### src/sv/rsa_pkg.sv
// ----------------------------------------------------------------------------
// rsa_pkg: shared constants for the RGB saturation adjust block
// Channel default width, gain format and perceived-brightness weights.
// ----------------------------------------------------------------------------
package rsa_pkg;

    // Default channel width in bits (unsigned Q0.CHANNEL_BITS).
    localparam int CHANNEL_BITS_DEF = 16;

    // Saturation gain register, unsigned Q4.8.
    localparam int GAIN_BITS = 12;
    localparam int GAIN_FRAC_BITS = 8;
    localparam logic [GAIN_BITS-1:0] GAIN_RESET = 12'd256;

    // Brightness weights in unsigned Q0.16; they sum to exactly 65536.
    localparam int WEIGHT_BITS = 16;
    localparam logic [2:0][WEIGHT_BITS-1:0] WEIGHTS = {16'd7471, 16'd38470, 16'd19595};

    // Channel order inside packed pixel vectors.
    localparam int CH_RED = 0;
    localparam int CH_GREEN = 1;
    localparam int CH_BLUE = 2;
    localparam int NUM_CH = 3;

endpackage

### src/sv/rsa_adjust.sv
// ----------------------------------------------------------------------------
// rsa_adjust: move each channel about the brightness by the gain
// Stage 0 multiplies the channel distance by the gain; stage 1 adds the
// brightness, rounds to nearest and saturates to the channel range.
// ----------------------------------------------------------------------------
module rsa_adjust #(
    parameter int CHANNEL_BITS = rsa_pkg::CHANNEL_BITS_DEF
) (
    input  logic                          i_clk,
    input  logic                          i_rst_n,
    input  logic [rsa_pkg::GAIN_BITS-1:0] i_gain,
    input  logic                          i_valid,
    output logic                          o_ready,
    input  logic [CHANNEL_BITS-1:0]       i_p,
    input  logic [2:0][CHANNEL_BITS-1:0]  i_pix,
    input  logic                          i_frame_end,
    output logic                          o_valid,
    input  logic                          i_ready,
    output logic [2:0][CHANNEL_BITS-1:0]  o_pix,
    output logic                          o_clipped,
    output logic                          o_frame_end
);
    import rsa_pkg::*;

    localparam int PW = CHANNEL_BITS + GAIN_BITS + 2;
    localparam int VW = PW + 1;
    localparam int Q_W = VW - 1 - GAIN_FRAC_BITS;
    localparam logic signed [VW-1:0] HALF = VW'(1 << (GAIN_FRAC_BITS - 1));

    logic                         r_v0, r_v1;
    logic                         w_en0, w_en1;
    logic signed [GAIN_BITS:0]    w_g;
    logic signed [CHANNEL_BITS:0] w_d [NUM_CH];
    logic signed [PW-1:0]         r_prod [NUM_CH];
    logic [CHANNEL_BITS-1:0]      r_p0;
    logic                         r_fe0;
    logic signed [VW-1:0]         w_v [NUM_CH];
    logic [Q_W-1:0]               w_q [NUM_CH];
    logic [2:0][CHANNEL_BITS-1:0] w_sat;
    logic [NUM_CH-1:0]            w_clip;
    logic [2:0][CHANNEL_BITS-1:0] r_out;
    logic                         r_clip;
    logic                         r_fe1;

    assign w_en1   = !r_v1 || i_ready;
    assign w_en0   = !r_v0 || w_en1;
    assign o_ready = w_en0;

    always_ff @(posedge i_clk) begin
        if (!i_rst_n) begin
            r_v0 <= 1'b0;
            r_v1 <= 1'b0;
        end else begin
            if (w_en0) r_v0 <= i_valid;
            if (w_en1) r_v1 <= r_v0;
        end
    end

    // Signed distance of each channel from the brightness.
    always_comb begin
        w_g = $signed({1'b0, i_gain});
        for (int k = 0; k < NUM_CH; k++) begin
            w_d[k] = $signed({1'b0, i_pix[k]}) - $signed({1'b0, i_p});
        end
    end

    // Stage 0 scales the distances by the gain.
    always_ff @(posedge i_clk) begin
        if (w_en0) begin
            for (int k = 0; k < NUM_CH; k++) begin
                r_prod[k] <= PW'(w_d[k]) * PW'(w_g);
            end
            r_p0  <= i_p;
            r_fe0 <= i_frame_end;
        end
    end

    // Add the brightness and the rounding half, then clamp to the range.
    always_comb begin
        for (int k = 0; k < NUM_CH; k++) begin
            w_v[k] = VW'($signed({1'b0, r_p0, {GAIN_FRAC_BITS{1'b0}}}))
                   + VW'(r_prod[k]) + HALF;
            w_q[k] = w_v[k][VW-2:GAIN_FRAC_BITS];
            if (w_v[k][VW-1]) begin
                w_sat[k]  = '0;
                w_clip[k] = 1'b1;
            end else if (|w_q[k][Q_W-1:CHANNEL_BITS]) begin
                w_sat[k]  = '1;
                w_clip[k] = 1'b1;
            end else begin
                w_sat[k]  = w_q[k][CHANNEL_BITS-1:0];
                w_clip[k] = 1'b0;
            end
        end
    end

    // Stage 1 holds the finished word until it is taken.
    always_ff @(posedge i_clk) begin
        if (w_en1) begin
            r_out  <= w_sat;
            r_clip <= |w_clip;
            r_fe1  <= r_fe0;
        end
    end

    assign o_valid     = r_v1;
    assign o_pix       = r_out;
    assign o_clipped   = r_clip;
    assign o_frame_end = r_fe1;

endmodule

### config.mk
export PLATFORM = sky130hd
export DESIGN_NAME = rsa_adjust
export DESIGN_NICKNAME = d
export VERILOG_FILES = /design/src/sv/rsa_pkg.sv /design/src/sv/rsa_adjust.sv
export SDC_FILE = /design/constraint.sdc
export NUM_CORES = 2
export LEC_CHECK = 0
export BUFFER_PORTS_ARGS = -buffer_cell sky130_fd_sc_hd__buf_2
export CORE_MARGIN = 2
export CORE_UTILIZATION = 50
export DETAILED_ROUTE_END_ITERATION = 10
export HOLD_SLACK_MARGIN = 0.02
export PLACE_DENSITY_LB_ADDON = 0.2
export SLEW_MARGIN = 40
export SYNTH_ARGS = -nofsm -noshare
export SYNTH_HDL_FRONTEND = slang
export SYNTH_SLANG_ARGS = --single-unit
export TNS_END_PERCENT = 100
### constraint.sdc
create_clock -name i_clk -period 9.4 [get_ports i_clk]
set_input_delay 1.88 -clock i_clk [delete_from_list [all_inputs] [get_ports i_clk]]
set_output_delay 1.88 -clock i_clk [all_outputs]
set_load 0.01 [all_outputs]
==> impl_metrics.json <==
{
  "ios": 133,
  "wl_per_cell_um": 16.8,
  "worst_pin_slew_ns": 0.866,
  "yosys.area.top_type_share_pct": 36.3,
  "skew_ns": 0.0107,
  "wl_um": 76300,
  "crit_fanout": 4,
  "fmax_ghz": 0.111,
  "slowest_delay_ns": 0.54,
  "portBuffers": 132,
  "stdcell_area_mm2": 0.0350,
  "synth_nets": 4374,
  "maxSlewViolCount": 0,
  "first_global_vias": 23700,
  "maxCapViolCount": 0,
  "worstPathRequired_ns": 9.59,
  "overflow": 0,
  "synth_cell_types": 77,
  "fp.dieH_um": 254,
  "ys_ff_latch": 138,
  "antenna_found_initial": 2,
  "cpMaxStageDelayCell": "fa_1",
  "reg2regPathDepth": 12,
  "min_path_cells": 0,
  "root_buffer": "clkbuf_16",
  "ys_seq_area_share_pct": 13.2,
  "place_congestion": 0.888,
  "postSynth.asyncResetShare_pct": 0,
  "initial_core_util_pct": 50.6,
  "start_kind": "primary input",
  "synth_edf_count": 136,
  "criticalPathCategory": "in2reg",
  "layout-drive-gt1-share_pct": 11.7,
  "critPathCaptureType": "flip-flop",
  "grt.met1_usage_pct": 36.5,
  "timing_hold_violations_final": 0,
  "nets": 4628,
  "use_met2_pct": 40.5,
  "grt_max_degree": 51,
  "tritoncts": "built",
  "grtUsageTotal_pct": 25.0,
  "grt_pass1_wl_um": 126000,
  "outcome": "complete, no violations",
  "num_vias": 23100,
  "synth.avg_cell_area_um2": 9.11,
  "synth_commonest_cells": "inv_1, fa_1, nand2_1, ha_1, and2_1",
  "worstHoldPathType": "reg2reg",
  "diodes": 0,
  "slew_headroom_pct": 42.2,
  "first_iter_violations": 1348,
  "synthesis.area_mm2": 0.0313,
  "fin_crit_ns": 9.03,
  "post-route-period-util_pct": 96.1,
  "dp_hpwl_um": 65500,
  "cts_setup_buffers": 0,
  "yosys_warnings": 0,
  "via_per_inst": 5.10,
  "top_usage_layer": "met2",
  "cts-htree-levels": 4,
  "clock_sinks": 138,
  "synth.area.top_cells": "fa_1, edfxtp_1, ha_1",
  "use_met3_pct": 3.02,
  "finalSetupViolations": 0,
  "syn-instance-count": 3435,
  "coreArea_mm2": 0.0618,
  "cts_hold_buf": 0,
  "synth_top_flop_cell": "edfxtp_1",
  "clk_path_buf_depth": 2,
  "arrival_ns": 9.23,
  "syn2layout_area_growth_pct": 11.7,
  "postRouteAntennaNets": 0,
  "clock_latency_ns": 0.46,
  "cts-buffers-inserted": 17,
  "place_area_mm2": 0.0343,
  "r2r_setup_slack_ns": 5.12,
  "clkSlewWorstSetupHoldPaths_ns": 0.07,
  "rows": 91,
  "drt-pass1-iter-count": 5,
  "drcViolationCount": 0,
  "yosysMostFrequentCell": "inv_1",
  "n_fill_cell": 5639,
  "die_area_mm2": 0.0646,
  "yosys.area.top_type": "fa_1",
  "die_width_um": 254
}
==> metrics by stage <==
step	cells	TNS, ns	hold WS, ns	worst slack (ns)	util, %
final	4539	0	0.427	0.366	56.6
after global routing	4539	-0.0378	0.436	-0.0251	56.6
after CTS	4538	0	0.434	0.133	56.4
after detailed placement	4506	-5.09	0.417	-0.490	55.4
after global placement	4505	-2.88	0.401	-0.351	55.4
after floorplan	3435	0	0.400	0.293	-
==> layer usage <==
metal	part of all wire [%]	vias to the layer above
met4	1.5	2
li1	-	11000
met2	46	532
met1	48	11500
met5	0.017	-
met3	5.4	49
==> worst paths after layout <==
| kind | endpoint | startpoint |
|---|---|---|
| worst min-delay path | o_frame_end | r_fe0 |
| worst min register to register | o_frame_end | r_fe0 |
| worst max register to register | o_pix[45] | r_p0[0] |
| worst max-delay path | r_prod[0][51] | i_p[2] |
==> cell usage in the layout (no fill, tap or decap), drive strengths merged, types with 4 or more instances in the layout <==
| cell | count |
|---|---|
| xor2 | 47 |
| o21bai | 7 |
| nand4 | 6 |
| o21a | 25 |
| o2111ai | 6 |
| and2 | 245 |
| a211oi | 11 |
| a211o | 5 |
| nand4b | 5 |
| nand3 | 43 |
| and3b | 6 |
| or3 | 7 |
| buf | 360 |
| a31oi | 10 |
| nand2 | 376 |
| o31ai | 11 |
| a21oi | 116 |
| clkinvlp | 4 |
| fa | 567 |
| nand3b | 9 |
| nor2b | 76 |
| and3 | 13 |
| a41o | 4 |
| inv | 819 |
| o311ai | 4 |
| nor3 | 30 |
| nor2 | 129 |
| o21ai | 58 |
| o211ai | 9 |
| a21boi | 28 |
| nand2b | 40 |
| edfxtp | 136 |
| xnor2 | 98 |
| clkbuf | 17 |
| ha | 291 |
| a21o | 31 |
==> state kept, by name, summed over array words and instances, names as in the netlist <==
name         cells
o_valid          1
r_p0            16
o_pix           48
r_fe0            1
r_v0             1
o_clipped        1
o_frame_end      1
r_prod          69
==> cell families (layout without fill, tap and decap cells) <==
logic type,after synthesis,after routing,share of synthesized area (%)
fa+ha+maj,858,858,47.9
buf+inv,936,1203,11.3
mux,1,1,0.0360
xor+xnor,145,145,4.06
compound gates,356,356,7.64
flops,138,138,13.2
simple gates,1001,1001,15.9
==> final cells by class <==
class	count	area (um^2)	share of cell area [%]
clock buffer	17	425	1.22
clock inverter	15	156	0.447
inverter	811	3050	8.71
multi-input combinational	2361	23800	67.9
sequential	138	4120	11.8
tap	837	1050	3.00
timing repair buffer	360	2410	6.89
==> worst max-delay path: cells and delay by family <==
kind / cells / cell delay [ns]
and+or+nand+nor: 7 / 1.24
adders and majority gates: 7 / 3.16
buffers and inverters: 6 / 0.41
AOI/OAI and AO/OA: 12 / 2.54
==> what timing repair did <==
item,in CTS,in global routing
cloned,0,0
endpoints found under the setup margin,1,24
gates resized for setup,1,33
pin swaps,0,3
Power is left out: the tool's default activity adds up to more than one toggle a clock period on the data nets, which glitch-free logic cannot reach.
