<file path="config.mk">
export PLATFORM = sky130hd
export DESIGN_NAME = rsa_luma
export DESIGN_NICKNAME = d
export VERILOG_FILES = /design/src/sv/rsa_pkg.sv /design/src/sv/rsa_luma.sv
export SDC_FILE = /design/constraint.sdc
export NUM_CORES = 2
export LEC_CHECK = 0
export BUFFER_PORTS_ARGS = -buffer_cell sky130_fd_sc_hd__clkbuf_2
export CAP_MARGIN = 20
export CORE_MARGIN = 4
export CORE_UTILIZATION = 65
export DETAILED_ROUTE_END_ITERATION = 12
export PLACE_DENSITY = 0.82
export SKIP_CTS_REPAIR_TIMING = 1
export SLEW_MARGIN = 5
export SYNTH_ARGS = -nofsm -noshare
export SYNTH_HDL_FRONTEND = slang
export SYNTH_SLANG_ARGS = --single-unit
</file>
<file path="constraint.sdc">
create_clock -name i_clk -period 10.8 [get_ports i_clk]
set_input_delay 1.62 -clock i_clk [delete_from_list [all_inputs] [get_ports i_clk]]
set_output_delay 1.62 -clock i_clk [all_outputs]
set_load 0.02 [all_outputs]
</file>
<file path="src/sv/rsa_pkg.sv">
// ----------------------------------------------------------------------------
// rsa_pkg: shared constants for the RGB saturation adjust block
// Channel default width, gain format and perceived-brightness weights.
// ----------------------------------------------------------------------------
package rsa_pkg;

    // Default channel width in bits (unsigned Q0.CHANNEL_BITS).
    localparam int CHANNEL_BITS_DEF = 16;

    // Saturation gain register, unsigned Q4.8.
    localparam int GAIN_BITS = 12;
    localparam int GAIN_FRAC_BITS = 8;
    localparam logic [GAIN_BITS-1:0] GAIN_RESET = 12'd256;

    // Brightness weights in unsigned Q0.16; they sum to exactly 65536.
    localparam int WEIGHT_BITS = 16;
    localparam logic [2:0][WEIGHT_BITS-1:0] WEIGHTS = {16'd7471, 16'd38470, 16'd19595};

    // Channel order inside packed pixel vectors.
    localparam int CH_RED = 0;
    localparam int CH_GREEN = 1;
    localparam int CH_BLUE = 2;
    localparam int NUM_CH = 3;

endpackage

</file>
<file path="src/sv/rsa_luma.sv">
// ----------------------------------------------------------------------------
// rsa_luma: weighted sum of squared channels
// Three stages: square each channel, scale by its weight, add the three terms.
// ----------------------------------------------------------------------------
module rsa_luma #(
    parameter int CHANNEL_BITS = rsa_pkg::CHANNEL_BITS_DEF
) (
    input  logic                         i_clk,
    input  logic                         i_rst_n,
    input  logic                         i_valid,
    output logic                         o_ready,
    input  logic [2:0][CHANNEL_BITS-1:0] i_pix,
    input  logic                         i_frame_end,
    output logic                         o_valid,
    input  logic                         i_ready,
    output logic [2*CHANNEL_BITS-1:0]    o_sum,
    output logic [2:0][CHANNEL_BITS-1:0] o_pix,
    output logic                         o_frame_end
);
    import rsa_pkg::*;

    localparam int SQ_W = 2 * CHANNEL_BITS;
    localparam int PROD_W = SQ_W + WEIGHT_BITS;

    logic                         r_v0, r_v1, r_v2;
    logic                         w_en0, w_en1, w_en2;
    logic [SQ_W-1:0]              r_sq [NUM_CH];
    logic [PROD_W-1:0]            r_wp [NUM_CH];
    logic [PROD_W-1:0]            r_sum;
    logic [2:0][CHANNEL_BITS-1:0] r_pix0, r_pix1, r_pix2;
    logic                         r_fe0, r_fe1, r_fe2;

    // A stage loads when it is empty or its word moves on.
    assign w_en2 = !r_v2 || i_ready;
    assign w_en1 = !r_v1 || w_en2;
    assign w_en0 = !r_v0 || w_en1;
    assign o_ready = w_en0;

    // Valid bits travel with the data.
    always_ff @(posedge i_clk) begin
        if (!i_rst_n) begin
            r_v0 <= 1'b0;
            r_v1 <= 1'b0;
            r_v2 <= 1'b0;
        end else begin
            if (w_en0) r_v0 <= i_valid;
            if (w_en1) r_v1 <= r_v0;
            if (w_en2) r_v2 <= r_v1;
        end
    end

    // Stage 0 squares each channel.
    always_ff @(posedge i_clk) begin
        if (w_en0) begin
            for (int k = 0; k < NUM_CH; k++) begin
                r_sq[k] <= SQ_W'(i_pix[k]) * SQ_W'(i_pix[k]);
            end
            r_pix0 <= i_pix;
            r_fe0  <= i_frame_end;
        end
    end

    // Stage 1 scales each square by its brightness weight.
    always_ff @(posedge i_clk) begin
        if (w_en1) begin
            for (int k = 0; k < NUM_CH; k++) begin
                r_wp[k] <= PROD_W'(r_sq[k]) * PROD_W'(WEIGHTS[k]);
            end
            r_pix1 <= r_pix0;
            r_fe1  <= r_fe0;
        end
    end

    // Stage 2 adds the terms; the weights sum to one, so nothing overflows.
    always_ff @(posedge i_clk) begin
        if (w_en2) begin
            r_sum  <= r_wp[CH_RED] + r_wp[CH_GREEN] + r_wp[CH_BLUE];
            r_pix2 <= r_pix1;
            r_fe2  <= r_fe1;
        end
    end

    assign o_valid     = r_v2;
    assign o_sum       = r_sum[PROD_W-1:WEIGHT_BITS];
    assign o_pix       = r_pix2;
    assign o_frame_end = r_fe2;

endmodule

</file>
==> impl_metrics.env <==
export IMPL_status="completed"
export IMPL_place_ws_ps=2810
export IMPL_synth_area_um2=59800
export IMPL_num_vias=39600
export IMPL_pin_count=136
export IMPL_synth_top_area_share_pct=32.3
export IMPL_finalWeightedCongestion=0.931
export IMPL_cp_start_kind="input port"
export IMPL_synth_cell_types=87
export IMPL_die_height_um=311
export IMPL_yosysWarningCount=0
export IMPL_wl_per_cell_um=18.3
export IMPL_relSlewSlack_pct=39.4
export IMPL_hold_class="register to register"
export IMPL_setup_tns_ps=0
export IMPL_tritoncts="built"
export IMPL_crit_path_end_kind="register"
export IMPL_post_dp_hpwl_um=108000
export IMPL_cp_arrival_ps=7860
export IMPL_worstPathRequired_ps=11280
export IMPL_avgViaCountPerCell=5.66
export IMPL_crit_path_end="r_sq[0][31]"
export IMPL_clock_sinks=405
export IMPL_post_route_period_util_pct=68.3
export IMPL_first_pass_iters=6
export IMPL_clockRootBuffer="clkbuf_16"
export IMPL_fp_row_count=110
export IMPL_grt_pass1_vias=42700
export IMPL_cp_startpoint="i_pix[3]"
export IMPL_crit_chain="clkbuf_2 -> inv_1 -> nor2_1 -> ha_1 -> xor2_1 -> fa_1 -> inv_1 -> fa_1 -> fa_1 -> fa_1 -> inv_1 -> fa_1 -> inv_1 -> ha_1 -> and3_1 -> nand2_1 -> o31ai_1 -> a31o_2 -> a31oi_1 -> o21a_1 -> o2111a_1 -> a211oi_1"
export IMPL_ys_flop_type="edfxtp_1"
export IMPL_fillers=6494
export IMPL_drt_wl_total_um=128000
export IMPL_synth_common_cells="1421 x inv_1, 966 x fa_1, 899 x ha_1"
export IMPL_rsz0062_at_grt="false"
export IMPL_timing_fmax_ghz=0.136
export IMPL_regToRegSetupSlack_ps=4570
export IMPL_slew_viol_final=0
export IMPL_clock_path_buffers=3
export IMPL_fp_dieW_um=311
export IMPL_fin_crit_ps=7380
export IMPL_grt_max_degree=68
export IMPL_timing_final_ws_setup_ps=3420
export IMPL_hold_viol_final=0
export IMPL_dieArea_um2=96900
export IMPL_critPathKind="input port to register"
export IMPL_syn_inst=5677
export IMPL_cp_max_fo=15
export IMPL_path_delay_family="adder cells"
export IMPL_drive_above_1_share_pct=4.86
export IMPL_ant_nets=0
export IMPL_worstMarginPinSlew_ps=909
export IMPL_rr_startpoint="r_sq[0][20]"
export IMPL_port_buffers=135
export IMPL_ys_seq_elements=405
export IMPL_clock_skew_ps=38.9
export IMPL_cts_inserted_buffers=51
export IMPL_core_um2=90600
export IMPL_post_synth_cell_area_avg_um2=10.5
export IMPL_antenna_found_initial=6
export IMPL_r2r_cells=17
export IMPL_synth_edf_count=402
export IMPL_groute_usage_overall_pct=27.4
export IMPL_maxCapViolCount=0
export IMPL_syn_to_final_growth_pct=6.02
export IMPL_slowest_stage="fa_1"
export IMPL_critPathBufInv=5
export IMPL_synthArstFlopShare_pct=0
export IMPL_synth_area_leaders="fa_1 32%, edfxtp_1 20%, ha_1 19%"
export IMPL_clkTransAtPathRegs_ps=60
export IMPL_setup_violations=0
export IMPL_worstReg2RegEnd="r_wp[0][46]"
export IMPL_grt_pass1_wl_um=214000
export IMPL_grt_ovfl_total=0
export IMPL_drt_iter0_drc=2862
export IMPL_yosysSeqAreaShare_pct=20.3
export IMPL_start_util_pct=66.0
export IMPL_route_detailed_drc=0
export IMPL_cp_depth=22
export IMPL_clk_latency_ps=650
export IMPL_yosysMostFrequentCell="inv_1"
export IMPL_final_nets=7704
export IMPL_slowest_delay_ps=550
export IMPL_multi_input_area_um2=42000
export IMPL_crit_top_cell="fa_1"
export IMPL_synth_area_leader_cell="fa_1"
export IMPL_register_area_um2=12100
export IMPL_htreeDepth=2
[layout make-up]
cell class	instances	share of cell area, %
multi-input cells	3765	66.3
flip-flops and latches	405	19.1
inverters	1422	8.43
well taps	1176	2.32
clock buffers	57	2.05
repair buffers	141	1.14
clock inverters	35	0.634
diodes	2	0.00790
[cells in the final DEF, fill, tap and decap left out, types with 24 or more instances in the layout]
cell type  instances
nor2_1           172
a21o_1           139
a21oi_1          252
nor3_1            31
and3_1            29
xnor2_1          184
fa_1             966
nor2b_1           40
o21a_1            32
xor2_1            76
o21bai_1          39
nand4_1           33
inv_1           1420
and2_1           128
clkbuf_16         51
ha_1             899
nand3_1           51
clkbuf_2         135
edfxtp_1         402
a31oi_1           24
nand2_1          330
o21ai_0           90
[registers in the layout (all words and copies together), names as in the netlist]
| signal | flops |
|---|---|
| r_wp | 133 |
| r_sq | 90 |
| o_pix | 48 |
| r_pix0 | 48 |
| r_pix1 | 48 |
| r_sum | 32 |
| o_frame_end | 1 |
| o_valid | 1 |
| r_fe0 | 1 |
| r_fe1 | 1 |
| r_v0 | 1 |
| r_v1 | 1 |
[stage by stage]
| stage | hold slack (ps) | area [um2] | std cells | util, % |
|---|---|---|---|---|
| finish | 416 | 63400 | 7003 | 70.0 |
| global route | 421 | 63400 | 7001 | 70.0 |
| CTS | 417 | 63400 | 7001 | 70.0 |
| detailed placement | 405 | 61700 | 6909 | 68.1 |
| global placement | 400 | 61700 | 6909 | 68.1 |
| floorplan | 400 | 59800 | 5692 | - |
[worst reg2reg max path, cell delays in order (launching register included)]
cell and delay (ps):
edfxtp_1 530, ha_1 410, ha_1 340, fa_1 500, fa_1 580, fa_1 450
fa_1 480, ha_1 400, a21oi_1 230, o21ai_0 150, a221oi_1 450, nand2_1 130
o211ai_1 390, a31oi_1 150, nor2_1 260, o21ai_0 160, a21oi_1 220, xnor2_1 120
[cells by family (layout without fill, tap and decap cells)]
logic type	after synthesis	after routing	synth area share, %
flops	405	405	20.3
simple gates	872	872	6.91
mux	3	3	0.0565
xor+xnor	260	260	3.81
compound gates	748	748	8.20
other cells	2	19	0.0126
buf+inv	1522	1655	9.56
fa+ha+maj	1865	1865	51.2
[worst min-delay path by stage]
| stage | from | to | cells after the start |
|---|---|---|---|
| final | r_pix0[28] | r_pix1[28] | 0 |
| after global routing | r_pix0[33] | r_pix1[33] | 0 |
| after global placement | r_pix0[23] | r_pix1[23] | 0 |
| after floorplan | r_fe1 | o_frame_end | 0 |
| after CTS | r_pix0[29] | r_pix1[29] | 0 |
| after detailed placement | r_pix1[17] | o_pix[17] | 0 |
[routing by layer]
metal	global-route usage, %	wire length [um]	vias up
met3	4.17	8830	194
met1	38.1	54300	19900
li1	-	-	18300
met2	45.9	62200	1190
met5	0	13	-
met4	6.08	2800	2
Power is left out: the tool's default activity adds up to more than one toggle a clock period on the data nets, which glitch-free logic cannot reach.
