`config.mk`:
```
export PLATFORM = sky130hd
export DESIGN_NAME = rsa_sqrt
export DESIGN_NICKNAME = d
export VERILOG_FILES = /design/src/sv/rsa_pkg.sv /design/src/sv/rsa_sqrt.sv
export SDC_FILE = /design/constraint.sdc
export NUM_CORES = 1
export LEC_CHECK = 0
export ABC_CLOCK_PERIOD_IN_PS = 7550
export BUFFER_PORTS_ARGS = -buffer_cell sky130_fd_sc_hd__buf_2
export CAP_MARGIN = 20
export CORE_ASPECT_RATIO = 1.1
export CORE_MARGIN = 5
export CORE_UTILIZATION = 25
export CTS_CLUSTER_SIZE = 40
export DETAILED_ROUTE_END_ITERATION = 16
export PLACE_DENSITY = 0.51
export SLEW_MARGIN = 40
export SYNTH_ARGS = -nofsm -noshare
export SYNTH_HDL_FRONTEND = slang
export SYNTH_SLANG_ARGS = --single-unit
```
`constraint.sdc`:
```
create_clock -name i_clk -period 7.55 [get_ports i_clk]
set_clock_uncertainty 0.1 [all_clocks]
set_input_delay 1.1325 -clock i_clk [delete_from_list [all_inputs] [get_ports i_clk]]
set_output_delay 1.1325 -clock i_clk [all_outputs]
set_load 0.03 [all_outputs]
```
`src/sv/rsa_pkg.sv`:
```
// ----------------------------------------------------------------------------
// rsa_pkg: shared constants for the RGB saturation adjust block
// Channel default width, gain format and perceived-brightness weights.
// ----------------------------------------------------------------------------
package rsa_pkg;

    // Default channel width in bits (unsigned Q0.CHANNEL_BITS).
    localparam int CHANNEL_BITS_DEF = 16;

    // Saturation gain register, unsigned Q4.8.
    localparam int GAIN_BITS = 12;
    localparam int GAIN_FRAC_BITS = 8;
    localparam logic [GAIN_BITS-1:0] GAIN_RESET = 12'd256;

    // Brightness weights in unsigned Q0.16; they sum to exactly 65536.
    localparam int WEIGHT_BITS = 16;
    localparam logic [2:0][WEIGHT_BITS-1:0] WEIGHTS = {16'd7471, 16'd38470, 16'd19595};

    // Channel order inside packed pixel vectors.
    localparam int CH_RED = 0;
    localparam int CH_GREEN = 1;
    localparam int CH_BLUE = 2;
    localparam int NUM_CH = 3;

endpackage

```
`src/sv/rsa_sqrt.sv`:
```
// ----------------------------------------------------------------------------
// rsa_sqrt: pipelined integer square root
// One root bit per stage, restoring digit recurrence, CHANNEL_BITS stages.
// ----------------------------------------------------------------------------
module rsa_sqrt #(
    parameter int CHANNEL_BITS = rsa_pkg::CHANNEL_BITS_DEF
) (
    input  logic                         i_clk,
    input  logic                         i_rst_n,
    input  logic                         i_valid,
    output logic                         o_ready,
    input  logic [2*CHANNEL_BITS-1:0]    i_rad,
    input  logic [2:0][CHANNEL_BITS-1:0] i_pix,
    input  logic                         i_frame_end,
    output logic                         o_valid,
    input  logic                         i_ready,
    output logic [CHANNEL_BITS-1:0]      o_root,
    output logic [2:0][CHANNEL_BITS-1:0] o_pix,
    output logic                         o_frame_end
);
    import rsa_pkg::*;

    localparam int NS = CHANNEL_BITS;
    localparam int RAD_W = 2 * CHANNEL_BITS;
    localparam int REM_W = CHANNEL_BITS + 2;
    localparam int TMP_W = REM_W + 2;

    logic [NS-1:0]                r_v;
    logic [NS-1:0]                w_en;
    logic [RAD_W-1:0]             r_rad  [NS];
    logic [REM_W-1:0]             r_rem  [NS];
    logic [CHANNEL_BITS-1:0]      r_root [NS];
    logic [2:0][CHANNEL_BITS-1:0] r_pix  [NS];
    logic [NS-1:0]                r_fe;

    for (genvar k = 0; k < NS; k++) begin : g_stage
        logic                         w_src_v;
        logic [RAD_W-1:0]             w_src_rad;
        logic [REM_W-1:0]             w_src_rem;
        logic [CHANNEL_BITS-1:0]      w_src_root;
        logic [2:0][CHANNEL_BITS-1:0] w_src_pix;
        logic                         w_src_fe;
        logic [TMP_W-1:0]             w_tmp;
        logic [TMP_W-1:0]             w_trial;
        logic                         w_ge;

        // Stage inputs come from the port or from the previous stage.
        if (k == 0) begin : g_first
            assign w_src_v    = i_valid;
            assign w_src_rad  = i_rad;
            assign w_src_rem  = '0;
            assign w_src_root = '0;
            assign w_src_pix  = i_pix;
            assign w_src_fe   = i_frame_end;
        end else begin : g_next
            assign w_src_v    = r_v[k-1];
            assign w_src_rad  = r_rad[k-1];
            assign w_src_rem  = r_rem[k-1];
            assign w_src_root = r_root[k-1];
            assign w_src_pix  = r_pix[k-1];
            assign w_src_fe   = r_fe[k-1];
        end

        // Stall chain: the last stage looks at the downstream ready.
        if (k == NS - 1) begin : g_last_en
            assign w_en[k] = !r_v[k] || i_ready;
        end else begin : g_mid_en
            assign w_en[k] = !r_v[k] || w_en[k+1];
        end

        // Bring down two radicand bits and try the next root bit.
        assign w_tmp   = {w_src_rem, w_src_rad[RAD_W-1 -: 2]};
        assign w_trial = TMP_W'({w_src_root, 2'b01});
        assign w_ge    = (w_tmp >= w_trial);

        always_ff @(posedge i_clk) begin
            if (!i_rst_n) begin
                r_v[k] <= 1'b0;
            end else if (w_en[k]) begin
                r_v[k] <= w_src_v;
            end
        end

        always_ff @(posedge i_clk) begin
            if (w_en[k]) begin
                r_rad[k] <= {w_src_rad[RAD_W-3:0], 2'b00};
                if (w_ge) begin
                    r_rem[k]  <= REM_W'(w_tmp - w_trial);
                    r_root[k] <= {w_src_root[CHANNEL_BITS-2:0], 1'b1};
                end else begin
                    r_rem[k]  <= REM_W'(w_tmp);
                    r_root[k] <= {w_src_root[CHANNEL_BITS-2:0], 1'b0};
                end
                r_pix[k] <= w_src_pix;
                r_fe[k]  <= w_src_fe;
            end
        end
    end

    assign o_ready     = w_en[0];
    assign o_valid     = r_v[NS-1];
    assign o_root      = r_root[NS-1];
    assign o_pix       = r_pix[NS-1];
    assign o_frame_end = r_fe[NS-1];

endmodule

```
==> flow_summary_export.csv, run 1 <==
group,metric,value,unit
run_status,status,"finished, final reports clean",
cts,post_cts_resize_count,0,
final_layout,diodes,0,
drt,drc,0,
place,gp_congestion,0.835,
cts,cts_made_buffers,152,
grt,grt-ovfl-total,0,
grt,gr-usage-met2,12.1,%
place,place_ws,2.30,ns
final_layout,stdcell_count,6179,
drt,first_pass_iters,5,
die,num_rows,177,
synthesis,synth_top_family_by_area,"simple AND/OR/NAND/NOR gates",
pwr,vdd_ir_drop_max,0.000155,V
cts,clk_pin_slew_worst_paths,0.06,ns
cts,clk_latency,0.76,ns
cts,post-cts-setup-buffer-count,0,
die,die_h,492,µm
critical_path,slowest_stage,"nor3_2",
drt,wl_per_cell,14.0,µm
synthesis,syn-instance-count,2981,
pwr,clockPowerShare,36.3,%
cts,h-tree-depth,4,
final_layout,drive_above_1_share,13.4,%
sta,clock.fmax,193,MHz
sta,min_period,5.17,ns
synthesis,synthDistinctLibCells,76,
grt,grt_max_degree,93,
die,dieArea,221000,µm²
pwr,power.internal,0.0147,W
grt,antenna_found_initial,2,
cts,clock_path_buffers,3,
sta,tns,0,ns
sta,final.setup.worst_slack,2.38,ns
pwr,pwr-share-comb,10.1,%
job,maxCapViolCount,0,
cts,clkSinkCount,1426,
grt,grt_busiest_layer,"met2",
pwr,p_leak,23.5,nW
critical_path,cp-end-kind,"output port",
place,place_inst,5901,
sta,rsz0062_at_grt,"false",
drt,route.vias.total,23900,
grt,grtUsageMet1,10.7,%
sta,finalSetupViolCount,0,
pwr,power.density_cell_area,310,nW/µm²
critical_path,critPathKind,"input pin to output port",
critical_path,cp.arrival,3.94,ns
die,core-area,211000,µm²
sta,slew_violations,0,
final_layout,fillers,20800,
drt,totalWireLength,86.5,mm
final_layout,syn_to_final_growth,17.5,%
worst_hold_path,hp-class,"flop to flop",
sta,final_hold_viol_count,0,
cts,cts-root-buf,"clkbuf_16",
grt,grt_pass1_vias,24700,
critical_path,slowest_delay,0.60,ns
pwr,sw_frac_of_total,23.7,%
synthesis,post_synth_instance_area,52800,µm²
critical_path,required,6.32,ns
synthesis,synth_compound_area_share,4.79,%
sta,slew_headroom,47.4,%
synthesis,synth-seq-cells,1426,
pwr,power_frac_seq,53.6,%
sta,tightest_slew,0.786,ns
place,postPlaceCellArea,57200,µm²
cts,cts_hold_buffers,0,
critical_path,critPathMaxFanout,30,
drt,first_iter_violations,1505,
sta,fin_crit_sh,68.5,%
grt,grt_pass1_wl,138,mm
drt,routed_via_density,3.86,
die,io_pins,152,
critical_path,path_cells,"buf_2, and4b_1, and4_1, buf_4, inv_1, nor3_2, nand2_4, nor2_1, clkinv_2, buf_2",
synthesis,synth_simple_gate_area_share,5.44,%
synthesis,synth-xor-area-share,3.07,%
synthesis,synth_edf_count,1409,
grt,gr-usage-met3,1.94,%
pwr,power.net_switching,0.00455,W
critical_path,crit_top_cell,"buf_2",
die,dieWidth,448,µm
synthesis,syn-num-nets,3220,
critical_path,startpoint_type,"input pin",
place,port_buffers,151,
final_layout,nNetsFinal,3522,
synthesis,avgSynthCellArea,17.7,µm²
grt,grt_usage,7.88,%
die,initial_core_util,25.0,%
cts,cts_tree,"built",
synthesis,ys_warn_count,0,
synthesis,synthAdderAreaFrac,3.65,%
place,place_hpwl,59.2,mm
synthesis,ys_seq_area_share,80.8,%
final_layout,stdcell_area,62100,µm²
drt,ant_nets,0,
synthesis,synthMuxAreaShare,0.666,%
synthesis,synth_flop_cell,"edfxtp_1",
synthesis,async_flop_share,0,%
==> power by group through the flow <==
stage / Combinational (W) / Clock, W / Sequential (W)
after CTS: 0.00196 / 0.00725 / 0.0103
after global placement: 0.00191 / 0 / 0.0105
final: 0.00195 / 0.00697 / 0.0103
after global routing: 0.00220 / 0.00759 / 0.0104
after detailed placement: 0.00195 / 0 / 0.0105
after floorplan: 0.00151 / 0 / 0.0103
==> through the flow <==
step | util [%] | power [W] | hold slack [ns]
3_5_place_dp | 27.2 | 0.0124 | 0.305
6_report | 29.4 | 0.0192 | 0.308
4_1_cts | 29.4 | 0.0195 | 0.300
2_1_floorplan | - | 0.0118 | 0.300
3_3_place_gp | 27.1 | 0.0124 | 0.303
5_1_grt | 29.4 | 0.0202 | 0.313
==> metal layers <==
metal  part of all wire (%)  up-vias
met3                    4.2      183
met4                    2.9        0
met2                     45      419
li1                       -    11900
met5                      0        -
met1                     48    11300
==> worst max-delay path: cells and delay by family <==
kind / cells / cell delay [ns]
buffers and inverters: 5 / 0.92
AND/OR/NAND/NOR: 5 / 1.85
==> state kept, by name, indices dropped and copies added (netlist names) <==
signal	cells
r_rem	250
g_stage.w_src_v	15
g_stage.w_src_fe	15
o_frame_end	1
o_valid	1
r_rad	240
r_pix	768
r_root	136
==> cells in the mapped netlist, types with 7 or more instances <==
cell	count	area share (%)
edfxtp_1	1409	80
inv_1	194	1.4
ha_1	154	3.6
nor2_1	153	1.1
nand2_1	124	0.88
xnor2_1	112	1.9
a21oi_1	111	1.1
o21ai_0	92	0.87
xor2_1	73	1.2
nand3_1	47	0.45
nor3_1	46	0.44
o21a_1	40	0.57
a21o_1	34	0.48
nand2b_1	28	0.33
mux2_2	25	0.53
nor2b_1	24	0.28
nor4_1	22	0.26
or3_1	22	0.26
clkbuf_1	19	0.14
a21boi_0	17	0.24
dfxtp_1	17	0.64
a211oi_1	14	0.20
nand4_1	12	0.14
or4_1	12	0.17
nand3b_1	10	0.14
a31oi_1	9	0.11
and3_1	9	0.11
o211ai_1	9	0.13
o31ai_1	9	0.13
or2_2	9	0.11
and4_1	8	0.13
buf_2	7	0.066
mux2i_1	7	0.13
nand4b_1	7	0.12
o31a_1	7	0.12
==> final timing paths <==
check	start	to	slack [ns]	cells past startpoint
setup / recovery	i_ready	o_ready	2.38	10
hold / removal	r_rad[1][20]	r_rad[1][52]	0.31	0
setup reg to reg	g_stage[15].w_src_v	r_rem[0][1]	3.35	12
hold reg to reg	r_rad[1][20]	r_rad[1][52]	0.31	0
==> cell type report <==
cell class                 instances  area [µm²]  area share [%]
clock buffer                     186        3940            6.35
clock inverter                    90         827            1.33
inverter                         194         736            1.19
multi-input combinational       1330        9380            15.1
sequential                      1426       42700            68.7
tap                             2774        3470            5.59
timing repair buffer             179        1050            1.70
==> cell families (layout without fill, tap and decap cells) <==
kind of cell | count (synthesis) | in the layout
compound gates | 396 | 396
mux | 32 | 32
flops | 1426 | 1426
simple gates | 563 | 563
xor+xnor | 185 | 185
buf+inv | 225 | 649
fa+ha+maj | 154 | 154
==> cell usage in the layout (no fill, tap or decap), drive strengths merged, types with 93 or more instances in the layout <==
cell,instances
buf,179
clkbuf,186
nand2,124
ha,154
xnor2,112
a21oi,111
nor2,153
edfxtp,1409
o21ai,93
inv,200
No activity file was read; power rests on OpenSTA's default activity.
==> run 2: changes to the inputs <==
--- a/config.mk
+++ b/config.mk
@@ -5,7 +5,7 @@
 export SDC_FILE = /design/constraint.sdc
 export NUM_CORES = 1
 export LEC_CHECK = 0
-export ABC_CLOCK_PERIOD_IN_PS = 7550
+export ABC_CLOCK_PERIOD_IN_PS = 4560
 export BUFFER_PORTS_ARGS = -buffer_cell sky130_fd_sc_hd__buf_2
 export CAP_MARGIN = 20
 export CORE_ASPECT_RATIO = 1.1
==> constraint.sdc (replaced) <==
create_clock -name i_clk -period 4.56 [get_ports i_clk]
set_clock_uncertainty 0.1 [all_clocks]
set_input_delay 0.684 -clock i_clk [delete_from_list [all_inputs] [get_ports i_clk]]
set_output_delay 0.684 -clock i_clk [all_outputs]
set_load 0.03 [all_outputs]
==> flow_summary_export.csv, run 2 (synthesized netlist as in run 1, its figures left out) <==
group,metric,value,unit
run_status,status,"finished, final reports clean",
grt,grt-ovfl-total,0,
critical_path,cp.arrival,3.42,ns
final_layout,reg.largest.list,"r_pix (768), r_rem (250), r_rad (240)",
critical_path,crit_path_start,"g_stage[15].w_src_v",
drt,first_iter_violations,1094,
worst_hold_path,hp-start,"i_rad[31]",
drt,route.vias.total,24100,
place,place_hpwl,60.3,mm
critical_path,critPathMaxFanout,28,
grt,antenna_found_initial,2,
pwr,power.density_cell_area,505,nW/µm²
die,io_pins,152,
final_layout,stdcell_area,62900,µm²
cts,post-cts-setup-buffer-count,0,
final_layout,utilization,29.8,%
final_layout,mostFrequentLayoutCells,"edfxtp_1, inv_1, ha_1",
final_layout,syn_to_final_growth,19.2,%
cts,clk_pin_slew_worst_paths,0.06,ns
place,postPlaceCellArea,57500,µm²
die,num_rows,177,
critical_path,slowest_stage,"nor3_4",
critical_path,crit_top_cell,"clkinvlp_4",
drt,wl_met2,38.8,mm
grt,grt_max_degree,85,
sta,final_hold_viol_count,0,
pwr,vdd_ir_drop_max,0.000322,V
sta,rsz0062_at_grt,"false",
grt,grt_pass1_vias,24900,
critical_path,startpoint_type,"flop",
sta,finalSetupViolCount,0,
sta,slew_headroom,48.6,%
drt,met1Wirelength,42.4,mm
place,port_buffers,151,
sta,min_period,4.20,ns
final_layout,largest-register,"r_pix",
pwr,p_leak,23.9,nW
drt,met3_length,3.56,mm
critical_path,cp-end-kind,"output port",
critical_path,path_buf_inv,3,
cts,clock_path_buffers,3,
job,maxCapViolCount,0,
die,initial_core_util,25.0,%
sta,clock.fmax,238,MHz
drt,first_pass_iters,5,
grt,grt_usage,7.96,%
critical_path,critPathTopFamily,"simple AND/OR/NAND/NOR gates",
critical_path,critPathKind,"flop to output port",
drt,ant_nets,0,
final_layout,nNetsFinal,3617,
drt,wl_per_cell,14.0,µm
cts,cts_tree,"built",
final_layout,layout_commonest_cell,"edfxtp_1",
drt,drc,0,
worst_hold_path,hp-class,"input pin to flop",
cts,clk_latency,0.75,ns
critical_path,required,3.78,ns
drt,topRoutingLayerUsed,"met4",
die,core-area,211000,µm²
die,die_h,492,µm
sta,holdWs,0.262,ns
die,dieArea,221000,µm²
grt,grt_pass1_wl,139,mm
cts,h-tree-depth,4,
critical_path,path_cells,"and4b_2, and4_4, clkinvlp_4, nor3_4, nand2_8, nor2_4, clkinvlp_4, buf_2",
sta,fin_crit_sh,92.2,%
pwr,power,0.0318,W
cts,clkSinkCount,1426,
critical_path,slowest_delay,0.51,ns
final_layout,largest_reg_flops,768,
sta,tightest_slew,0.770,ns
critical_path,r2r_start,"g_stage[15].w_src_v",
die,dieWidth,448,µm
sta,slew_violations,0,
drt,routed_via_density,3.85,
cts,cts_made_buffers,149,
final_layout,drive_above_1_share,13.5,%
place,gp_congestion,0.808,
drt,totalWireLength,87.5,mm
cts,cts-root-buf,"clkbuf_16",
run 2: cell types whose count changed in the layout (fill, tap and decap cells not counted), moves of 4 or more:
cell           previous run  this run
mux2_2                   25        21
clkbuf_1                 33        46
mux2_4                    0         4
dlygate4sd3_1             0        80
clkinv_2                 30        15
a21oi_2                   0         8
clkinv_1                 30        19
clkinv_16                 6         2
a21oi_1                 111       103
buf_6                    15         6
buf_4                    11        35
run 2: worst paths after layout:
path	endpoint	slack, ns	cells past startpoint
max	o_ready	0.36	8
min	r_rem[0][1]	0.26	3
min reg2reg	r_pix[1][212]	0.29	0
max reg2reg	r_rem[0][1]	1.10	11
run 2: metal layers:
layer  global-route usage, %  vias up
met2                    12.1      428
met1                    11.0    11400
met3                    1.88      170
met4                    3.12        0
li1                        -    12100
met5                       0        -
run 2: area by class of cell:
class | count | area (µm²)
Inverter | 194 | 749
Multi-Input combinational cell | 1330 | 9480
Sequential cell | 1426 | 42700
Timing Repair Buffer | 277 | 1970
Antenna cell | 1 | 2.50
Clock inverter | 59 | 662
Clock buffer | 198 | 3940
Tap cell | 2774 | 3470
Fill cell | 20700 | 148000
run 2: what timing repair did:
action                    4_1_cts  5_1_grt
resized for setup               0        0
hold endpoints to repair       80        0
hold buffers                   80        0
run 2: worst reg2reg max path, stage by stage (launching register included):
cell and delay (ns):
dfxtp_1 0.41, and4b_2 0.35, and4_4 0.31, clkinvlp_4 0.14, nor3_4 0.51, nand2_8 0.27
nor2_4 0.23, clkinvlp_4 0.21, buf_12 0.27, nand2_2 0.32, nor2_1 0.07, a21oi_1 0.12
run 2: power by group:
part / internal [W] / switching (W)
registers: 0.0162 / 0.000853
logic: 0.00160 / 0.00174
clock network: 0.00662 / 0.00478
run 2: metrics by stage:
step	setup slack, ns	TNS [ns]	instances
6_report	0.358	0	6259
5_1_grt	0.115	0	6258
4_1_cts	0.211	0	6257
3_5_place_dp	0.669	0	5920
3_3_place_gp	0.669	0	5918
2_1_floorplan	-0.665	-27.64	2981
